--- config.mk ---
export PLATFORM = sky130hd
export DESIGN_NAME = integer_to_radix_symbols
export DESIGN_NICKNAME = d
export VERILOG_FILES = /design/src/design/itrs_pkg.sv /design/src/design/integer_to_radix_symbols.sv /design/src/design/itrs_front.sv /design/src/design/itrs_queue.sv /design/src/design/itrs_back.sv
export SDC_FILE = /design/constraint.sdc
export NUM_CORES = 2
export LEC_CHECK = 0
export BUFFER_PORTS_ARGS = -buffer_cell sky130_fd_sc_hd__clkbuf_2
export CORE_ASPECT_RATIO = 1.75
export CORE_UTILIZATION = 55
export DETAILED_ROUTE_END_ITERATION = 10
export GPL_ROUTABILITY_DRIVEN = 0
export HOLD_SLACK_MARGIN = 0.05
export PLACE_DENSITY_LB_ADDON = 0.12
export SETUP_SLACK_MARGIN = 0.05
export SYNTH_ARGS = -nofsm -noshare
export SYNTH_HDL_FRONTEND = slang
export SYNTH_HIERARCHICAL = 1
export SYNTH_SLANG_ARGS = --single-unit
export TNS_END_PERCENT = 100
--- constraint.sdc ---
create_clock -name i_clk -period 19.5 [get_ports i_clk]
set_input_delay 1.95 -clock i_clk [delete_from_list [all_inputs] [get_ports i_clk]]
set_output_delay 1.95 -clock i_clk [all_outputs]
set_load 0.005 [all_outputs]
--- src/design/itrs_pkg.sv ---
`timescale 1ns / 1ps
// ----------------------------------------------------------------------------
// itrs_pkg
// Shared types, constants and the symbol lookup for the radix text renderer.
// ----------------------------------------------------------------------------
package itrs_pkg;

    localparam int MAX_RADIX = 16;
    localparam int RAD_W     = $clog2(MAX_RADIX) + 1;
    localparam int DIG_W     = $clog2(MAX_RADIX);
    localparam int VAL_W     = 32;
    localparam int MAX_DIGS  = VAL_W;
    localparam int CNT_W     = $clog2(MAX_DIGS) + 1;
    localparam int SYM_W     = 8;
    localparam int TAB_W     = MAX_RADIX * SYM_W;
    localparam int IDX_W     = 2;
    localparam int QAW       = 1;
    localparam int QDEPTH    = 1 << QAW;

    localparam logic [SYM_W-1:0] SYM_PLUS  = 8'h2B;
    localparam logic [SYM_W-1:0] SYM_MINUS = 8'h2D;

    localparam logic [IDX_W-1:0] REG_RADIX    = 2'd0;
    localparam logic [IDX_W-1:0] REG_SYM_LOW  = 2'd1;
    localparam logic [IDX_W-1:0] REG_SYM_HIGH = 2'd2;

    typedef struct packed {
        logic             neg;
        logic [VAL_W-1:0] mag;
    } t_job;

    function automatic logic [SYM_W-1:0] sym_of(input logic [TAB_W-1:0] tab,
                                                 input logic [DIG_W-1:0] digit);
        sym_of = tab[{digit, 3'b000} +: SYM_W];
    endfunction

endpackage

--- src/design/integer_to_radix_symbols.sv ---
`timescale 1ns / 1ps
// ----------------------------------------------------------------------------
// integer_to_radix_symbols
// Renders a signed 32-bit value as text in a configured radix (2..16),
// most significant symbol first, with a leading '-' for negative values.
//
// channel   direction  handshake                      payload
// input     in         start & !busy                  i_value
// config    in         i_cfg_valid & o_cfg_ready      i_cfg_index, i_cfg_data
// result    out        o_valid (one cycle, no stall)  o_symbol, o_last
//
// Each digit takes one pass of the shared divide-by-radix unit (8 quotient
// bits a cycle) and then an emit step; a negative item adds a sign step, and
// every item starts with a job fetch. The back fetches the next job only
// after the last symbol of the current one has been emitted.
// A two-entry job queue lets the input side run ahead of the divider.
// Synchronous reset clears the alphabet to radix 0; no clearing pass.
// An invalid alphabet drops the item without a result.
// ----------------------------------------------------------------------------
module integer_to_radix_symbols (
    input  logic                              i_clk,
    input  logic                              i_rst_n,
    input  logic                              start,
    output logic                              busy,
    input  logic signed [itrs_pkg::VAL_W-1:0] i_value,
    input  logic                              i_cfg_valid,
    output logic                              o_cfg_ready,
    input  logic [itrs_pkg::IDX_W-1:0]        i_cfg_index,
    input  logic [63:0]                       i_cfg_data,
    output logic                              o_valid,
    output logic [itrs_pkg::SYM_W-1:0]        o_symbol,
    output logic                              o_last
);

    itrs_pkg::t_job             push_job;
    itrs_pkg::t_job             head_job;
    logic                       push;
    logic                       pop;
    logic                       q_full;
    logic                       q_empty;
    logic [itrs_pkg::RAD_W-1:0] radix;
    logic [itrs_pkg::TAB_W-1:0] tab;

    itrs_front u_front (
        .i_clk       (i_clk),
        .i_rst_n     (i_rst_n),
        .start       (start),
        .busy        (busy),
        .i_value     (i_value),
        .i_cfg_valid (i_cfg_valid),
        .o_cfg_ready (o_cfg_ready),
        .i_cfg_index (i_cfg_index),
        .i_cfg_data  (i_cfg_data),
        .i_q_full    (q_full),
        .o_push      (push),
        .o_job       (push_job),
        .o_radix     (radix),
        .o_tab       (tab)
    );

    itrs_queue u_queue (
        .i_clk   (i_clk),
        .i_rst_n (i_rst_n),
        .i_push  (push),
        .i_job   (push_job),
        .o_full  (q_full),
        .i_pop   (pop),
        .o_job   (head_job),
        .o_empty (q_empty)
    );

    itrs_back u_back (
        .i_clk    (i_clk),
        .i_rst_n  (i_rst_n),
        .i_empty  (q_empty),
        .i_job    (head_job),
        .o_pop    (pop),
        .i_radix  (radix),
        .i_tab    (tab),
        .o_valid  (o_valid),
        .o_symbol (o_symbol),
        .o_last   (o_last)
    );

endmodule

--- src/design/itrs_front.sv ---
`timescale 1ns / 1ps
// ----------------------------------------------------------------------------
// itrs_front
// Holds the alphabet registers, checks the alphabet and turns each accepted
// value into a sign and magnitude job for the queue.
// ----------------------------------------------------------------------------
module itrs_front (
    input  logic                              i_clk,
    input  logic                              i_rst_n,
    input  logic                              start,
    output logic                              busy,
    input  logic signed [itrs_pkg::VAL_W-1:0] i_value,
    input  logic                              i_cfg_valid,
    output logic                              o_cfg_ready,
    input  logic [itrs_pkg::IDX_W-1:0]        i_cfg_index,
    input  logic [63:0]                       i_cfg_data,
    input  logic                              i_q_full,
    output logic                              o_push,
    output itrs_pkg::t_job                    o_job,
    output logic [itrs_pkg::RAD_W-1:0]        o_radix,
    output logic [itrs_pkg::TAB_W-1:0]        o_tab
);

    logic [itrs_pkg::RAD_W-1:0] r_radix;
    logic [63:0]                r_sym_low;
    logic [63:0]                r_sym_high;
    logic [itrs_pkg::TAB_W-1:0] tab;
    logic                       alpha_ok;

    assign o_cfg_ready = 1'b1;

    always_ff @(posedge i_clk) begin
        if (!i_rst_n) begin
            r_radix    <= '0;
            r_sym_low  <= '0;
            r_sym_high <= '0;
        end else if (i_cfg_valid) begin
            case (i_cfg_index)
                itrs_pkg::REG_RADIX:    r_radix    <= i_cfg_data[itrs_pkg::RAD_W-1:0];
                itrs_pkg::REG_SYM_LOW:  r_sym_low  <= i_cfg_data;
                itrs_pkg::REG_SYM_HIGH: r_sym_high <= i_cfg_data;
                default: ;
            endcase
        end
    end

    assign tab = {r_sym_high, r_sym_low};

    always_comb begin
        logic [itrs_pkg::SYM_W-1:0] s;
        alpha_ok = (r_radix >= itrs_pkg::RAD_W'(2)) &&
                   (r_radix <= itrs_pkg::RAD_W'(itrs_pkg::MAX_RADIX));
        for (int i = 0; i < itrs_pkg::MAX_RADIX; i++) begin
            s = itrs_pkg::sym_of(tab, itrs_pkg::DIG_W'(i));
            if (itrs_pkg::RAD_W'(i) < r_radix) begin
                if (s == itrs_pkg::SYM_PLUS || s == itrs_pkg::SYM_MINUS) begin
                    alpha_ok = 1'b0;
                end
                for (int j = i + 1; j < itrs_pkg::MAX_RADIX; j++) begin
                    if (itrs_pkg::RAD_W'(j) < r_radix &&
                        itrs_pkg::sym_of(tab, itrs_pkg::DIG_W'(j)) == s) begin
                        alpha_ok = 1'b0;
                    end
                end
            end
        end
    end

    assign busy      = i_q_full;
    assign o_push    = start && !i_q_full && alpha_ok;
    assign o_job.neg = i_value[itrs_pkg::VAL_W-1];
    assign o_job.mag = i_value[itrs_pkg::VAL_W-1] ? (~i_value + 1'b1) : i_value;
    assign o_radix   = r_radix;
    assign o_tab     = tab;

endmodule

--- src/design/itrs_queue.sv ---
`timescale 1ns / 1ps
// ----------------------------------------------------------------------------
// itrs_queue
// Short job queue between the front and the back.
// ----------------------------------------------------------------------------
module itrs_queue (
    input  logic           i_clk,
    input  logic           i_rst_n,
    input  logic           i_push,
    input  itrs_pkg::t_job i_job,
    output logic           o_full,
    input  logic           i_pop,
    output itrs_pkg::t_job o_job,
    output logic           o_empty
);

    itrs_pkg::t_job               r_mem [itrs_pkg::QDEPTH];
    logic [itrs_pkg::QAW-1:0]     r_wr_ptr;
    logic [itrs_pkg::QAW-1:0]     r_rd_ptr;
    logic [itrs_pkg::QAW:0]       r_count;
    logic                         do_push;
    logic                         do_pop;

    assign o_full  = (r_count == (itrs_pkg::QAW+1)'(itrs_pkg::QDEPTH));
    assign o_empty = (r_count == '0);
    assign do_push = i_push && !o_full;
    assign do_pop  = i_pop && !o_empty;
    assign o_job   = r_mem[r_rd_ptr];

    always_ff @(posedge i_clk) begin
        if (do_push) begin
            r_mem[r_wr_ptr] <= i_job;
        end
    end

    always_ff @(posedge i_clk) begin
        if (!i_rst_n) begin
            r_wr_ptr <= '0;
            r_rd_ptr <= '0;
            r_count  <= '0;
        end else begin
            if (do_push) begin
                r_wr_ptr <= r_wr_ptr + 1'b1;
            end
            if (do_pop) begin
                r_rd_ptr <= r_rd_ptr + 1'b1;
            end
            case ({do_push, do_pop})
                2'b10:   r_count <= r_count + 1'b1;
                2'b01:   r_count <= r_count - 1'b1;
                default: r_count <= r_count;
            endcase
        end
    end

endmodule

--- src/design/itrs_back.sv ---
`timescale 1ns / 1ps
// ----------------------------------------------------------------------------
// itrs_back
// Divides the magnitude by the radix eight bits a cycle, stacks the digits
// and emits the sign and the digit symbols most significant first.
// ----------------------------------------------------------------------------
module itrs_back (
    input  logic                       i_clk,
    input  logic                       i_rst_n,
    input  logic                       i_empty,
    input  itrs_pkg::t_job             i_job,
    output logic                       o_pop,
    input  logic [itrs_pkg::RAD_W-1:0] i_radix,
    input  logic [itrs_pkg::TAB_W-1:0] i_tab,
    output logic                       o_valid,
    output logic [itrs_pkg::SYM_W-1:0] o_symbol,
    output logic                       o_last
);

    localparam logic [1:0] ST_IDLE = 2'd0;
    localparam logic [1:0] ST_DIV  = 2'd1;
    localparam logic [1:0] ST_SIGN = 2'd2;
    localparam logic [1:0] ST_EMIT = 2'd3;

    logic [1:0]                 r_state;
    logic [itrs_pkg::VAL_W-1:0] r_work;
    logic [itrs_pkg::DIG_W-1:0] r_rem;
    logic [1:0]                 r_step;
    logic                       r_neg;
    logic [itrs_pkg::CNT_W-1:0] r_cnt;
    logic [itrs_pkg::DIG_W-1:0] r_digit [itrs_pkg::MAX_DIGS];
    logic                       r_valid;
    logic [itrs_pkg::SYM_W-1:0] r_symbol;
    logic                       r_last;

    logic [itrs_pkg::DIG_W-1:0] n_rem;
    logic [7:0]                 n_qbyte;
    logic [itrs_pkg::VAL_W-1:0] n_work;
    logic [itrs_pkg::CNT_W-2:0] top_idx;

    always_comb begin
        logic [itrs_pkg::DIG_W:0]   t;
        logic [itrs_pkg::DIG_W-1:0] rem;
        rem     = r_rem;
        n_qbyte = '0;
        for (int b = 0; b < 8; b++) begin
            t = {rem, r_work[itrs_pkg::VAL_W-1-b]};
            if (t >= i_radix) begin
                n_qbyte[7-b] = 1'b1;
                t            = t - i_radix;
            end
            rem = t[itrs_pkg::DIG_W-1:0];
        end
        n_rem = rem;
    end

    assign n_work  = {r_work[itrs_pkg::VAL_W-9:0], n_qbyte};
    assign top_idx = r_cnt[itrs_pkg::CNT_W-2:0] - 1'b1;
    assign o_pop   = (r_state == ST_IDLE) && !i_empty;

    always_ff @(posedge i_clk) begin
        if (r_state == ST_DIV && r_step == 2'd3) begin
            r_digit[r_cnt[itrs_pkg::CNT_W-2:0]] <= n_rem;
        end
    end

    always_ff @(posedge i_clk) begin
        if (!i_rst_n) begin
            r_state <= ST_IDLE;
            r_cnt   <= '0;
            r_step  <= '0;
            r_rem   <= '0;
            r_neg   <= 1'b0;
            r_valid <= 1'b0;
            r_last  <= 1'b0;
        end else begin
            r_valid <= 1'b0;
            r_last  <= 1'b0;
            case (r_state)
                ST_IDLE: begin
                    if (!i_empty) begin
                        r_work  <= i_job.mag;
                        r_neg   <= i_job.neg;
                        r_cnt   <= '0;
                        r_rem   <= '0;
                        r_step  <= '0;
                        r_state <= ST_DIV;
                    end
                end
                ST_DIV: begin
                    r_work <= n_work;
                    r_step <= r_step + 1'b1;
                    if (r_step == 2'd3) begin
                        r_rem <= '0;
                        r_cnt <= r_cnt + 1'b1;
                        if (n_work == '0) begin
                            r_state <= r_neg ? ST_SIGN : ST_EMIT;
                        end
                    end else begin
                        r_rem <= n_rem;
                    end
                end
                ST_SIGN: begin
                    r_valid  <= 1'b1;
                    r_symbol <= itrs_pkg::SYM_MINUS;
                    r_state  <= ST_EMIT;
                end
                ST_EMIT: begin
                    r_valid  <= 1'b1;
                    r_symbol <= itrs_pkg::sym_of(i_tab, r_digit[top_idx]);
                    r_last   <= (r_cnt == itrs_pkg::CNT_W'(1));
                    r_cnt    <= r_cnt - 1'b1;
                    if (r_cnt == itrs_pkg::CNT_W'(1)) begin
                        r_state <= ST_IDLE;
                    end
                end
                default: r_state <= ST_IDLE;
            endcase
        end
    end

    assign o_valid  = r_valid;
    assign o_symbol = r_symbol;
    assign o_last   = r_last;

    a_last_valid: assert property (@(posedge i_clk) disable iff (!i_rst_n)
        o_last |-> o_valid)
        else $error("last without valid");

    a_cnt_range: assert property (@(posedge i_clk) disable iff (!i_rst_n)
        r_cnt <= itrs_pkg::CNT_W'(itrs_pkg::MAX_DIGS))
        else $error("digit count out of range");

    a_rem_range: assert property (@(posedge i_clk) disable iff (!i_rst_n)
        (r_state == ST_DIV) |-> ({1'b0, r_rem} < i_radix))
        else $error("remainder not below radix");

    a_emit_from: assert property (@(posedge i_clk) disable iff (!i_rst_n)
        o_valid |-> ($past(r_state) == ST_SIGN || $past(r_state) == ST_EMIT))
        else $error("symbol outside emit phase");

    a_emit_nonzero: assert property (@(posedge i_clk) disable iff (!i_rst_n)
        (r_state == ST_EMIT) |-> (r_cnt != '0))
        else $error("emit with empty digit stack");

endmodule

==> reports/results.tsv <==
metric	value	unit
cts.reportedPaths.clkPinSlew	0.07	ns
multiInputGateArea	19400	um^2
report.final.slew_viol_count	0	
clock_tree.buffer_depth	3	
buffer_ports.inserted	112	
cp-start-kind	register	
layout.cells.most_common_list	807 x xnor2_1, 304 x nand2_1, 234 x edfxtp_1	
cts.sink_count	389	
design.die.area	57700	um^2
synth_nets	3486	
timing_worst_slew_pin_value	1.26	ns
overflow	0	
crit_path_max_fanout	15	
start_util	0.556	
reg2regPathDepth	55	
critPathLaunch	u_front/o_radix[2]	
cap_violations	0	
antenna_found_initial	2	
ios	114	
crit_arrival	15.08	ns
synth-warning-count	6	
ctsHoldBuffers	0	
core_area	56100	um^2
cts.htree.levels	2	
nFillCells	4795	
library_cell_used_as_clock_root_buffer	clkbuf_16	
slowest_stage	dfxtp_1	
post_cts_resized	0	
cp.required	20.02	ns
setup.worst_path.end_class	register	
mostFrequentLayoutCell	xnor2_1	
cts_tree	built	
row_count	115	
post_cts_buffers	0	
netlist_instances	3324	
finalCriticalPeriod	14.56	ns
chipHeight	317	um
wl_per_cell	28.7	um
finalHoldViolCount	0	
grt_pass1_vias	26900	
firstDrtPassIters	8	
nNetsFinal	3435	
final.setup.tns	0	ns
reg2reg_to	u_back/r_state[0]	
drt-initial-drc-count	3644	
route.antenna.remaining_nets	0	
finalClockSkew	0.0191	ns
drt_wl_total	115000	um
synth-edff-count	234	
post_synth_instance_area	31200	um^2
max-slew-margin-rel	0.156	
criticalPathCategory	register to register	
postSynth.asyncResetShare	0	
dp_hpwl	72100	um
rsz0062_at_grt	no	
critPathCapture	u_back/r_state[0]	
route.detailed.drc	0	
final-setup-viol-count	0	
grt_max_degree	78	
class_of_the_tightest_hold_or_removal_check	register to register	
synth.yosys.seq_area_share	0.325	
synth_cell_types	76	
groute.usage.overall	0.392	
regArea	10100	um^2
clock_latency	0.58	ns
post-route-period-util	0.747	
worst_path_largest_cell_delay	0.67	ns
floorplan.die.width	182	um
post_drt_via_cell_ratio	6.72	
r2r_start	u_front/o_radix[2]	
critical_path.most_common_cell	a21o_1	
vias	26900	
cts_made_buffers	38	
synth-seq-cells	389	
max_freq	0.0687	GHz
antenna-diode-count	0	
area_delta_synth_final	7.55	%
synth_area_per_cell	9.39	um^2
drive_above_1_share	0.139	
status	completed	
r2r_setup_slack	4.94	ns
grt_first_pass_wirelength	168000	um
ys_dominant_reg_cell	edfxtp_1	
## final cells by class
| class | instances | area share |
|---|---|---|
| Timing Repair Buffer | 269 | 0.0519 |
| Clock inverter | 19 | 0.00608 |
| Clock buffer | 50 | 0.0300 |
| Multi-Input combinational cell | 2524 | 0.578 |
| Sequential cell | 389 | 0.302 |
| Inverter | 51 | 0.00570 |
| Tap cell | 702 | 0.0262 |
## worst max-delay path: cells and delay by family (launching register included)
family	cells	cell delay, ns
buffers and inverters	5	0.64
DFF	1	0.67
adders and majority gates	8	2.32
AOI/OAI and AO/OA	34	7.82
muxes	5	2.04
and+or+nand+nor	3	1.00
## routing by layer
layer  vias up  track usage  wire [um]
met2      1929        0.636      52900
met5         -      0.00417         24
met3       728        0.106      12300
li1      11400            -          -
met4         4        0.336      11100
met1     12900        0.424      38600
## synthesized netlist by cell type (11+ instances only)
| cell | n | area share |
|---|---|---|
| nand4b_1 | 11 | 0.0031 |
| a31oi_1 | 23 | 0.0046 |
| or3_1 | 12 | 0.0024 |
| nand2_1 | 304 | 0.037 |
| dfxtp_1 | 155 | 0.099 |
| a21boi_0 | 129 | 0.031 |
| nand4_1 | 196 | 0.039 |
| mux4_2 | 27 | 0.019 |
| o21ai_0 | 31 | 0.0050 |
| nor4_1 | 77 | 0.015 |
| clkbuf_1 | 269 | 0.032 |
| a22oi_1 | 21 | 0.0051 |
| mux2i_1 | 91 | 0.029 |
| inv_1 | 50 | 0.0060 |
| edfxtp_1 | 234 | 0.23 |
| nor3_1 | 97 | 0.016 |
| a21o_1 | 30 | 0.0072 |
| buf_1 | 26 | 0.0031 |
| mux2_2 | 78 | 0.028 |
| ha_1 | 52 | 0.021 |
| xnor2_1 | 807 | 0.23 |
| xor2_1 | 213 | 0.060 |
| nor2_1 | 88 | 0.011 |
| buf_2 | 52 | 0.0083 |
| nand3_1 | 30 | 0.0048 |
| a21oi_1 | 60 | 0.0096 |
## logic make-up after synthesis
kind of cell / Yosys count / share of synthesized area
xor gates and xnor gates: 1020 / 0.286
and+or+nand+nor: 873 / 0.142
buffers and inverters: 411 / 0.0547
DFF: 389 / 0.325
AOI/OAI and AO/OA: 365 / 0.0825
muxes: 205 / 0.0844
adders and majority gates: 60 / 0.0260
other: 1 / 0.000120
## stage by stage
stage | worst slack (ns) | area (um^2) | instances | hold slack, ns | utilization
3_5_place_dp | 5.19 | 32400 | 3935 | 0.459 | 0.577
6_report | 4.94 | 33600 | 4004 | 0.466 | 0.598
3_3_place_gp | 5.65 | 32400 | 3935 | 0.452 | 0.577
5_1_grt | 4.16 | 33600 | 4004 | 0.493 | 0.598
4_1_cts | 5.17 | 33600 | 4004 | 0.468 | 0.598
2_1_floorplan | 6.21 | 31200 | 3324 | 0.446 | -
## state kept, by name (all words and copies together) (netlist names), named ones only
name	flops
u_back/o_last	1
u_back/o_symbol	8
u_back/o_valid	1
u_back/r_cnt	6
u_back/r_digit	128
u_back/r_neg	1
u_back/r_rem	4
u_back/r_state	2
u_back/r_step	2
u_back/r_work	32
u_front/o_radix	5
u_front/r_sym_high	64
u_front/r_sym_low	64
u_queue/r_count	2
u_queue/r_mem	66
u_queue/r_rd_ptr	1
u_queue/r_wr_ptr	1
## how the worst min path moves through the flow
| stage | start | endpoint | slack (ns) | cells after the start |
|---|---|---|---|---|
| floorplan | u_back/r_rem[2] | u_back/r_rem[2] | 0.45 | 2 |
| global route | u_front/r_sym_low[23] | u_front/r_sym_low[23] | 0.49 | 2 |
| CTS | u_front/r_sym_high[41] | u_front/r_sym_high[41] | 0.47 | 2 |
| finish | u_front/r_sym_high[41] | u_front/r_sym_high[41] | 0.47 | 2 |
| global placement | u_front/r_sym_low[35] | u_front/r_sym_low[35] | 0.45 | 2 |
| detailed placement | u_front/r_sym_low[35] | u_front/r_sym_low[35] | 0.46 | 2 |
Power is left out: the tool's default activity adds up to more than one toggle a clock period on the data nets, which glitch-free logic cannot reach.
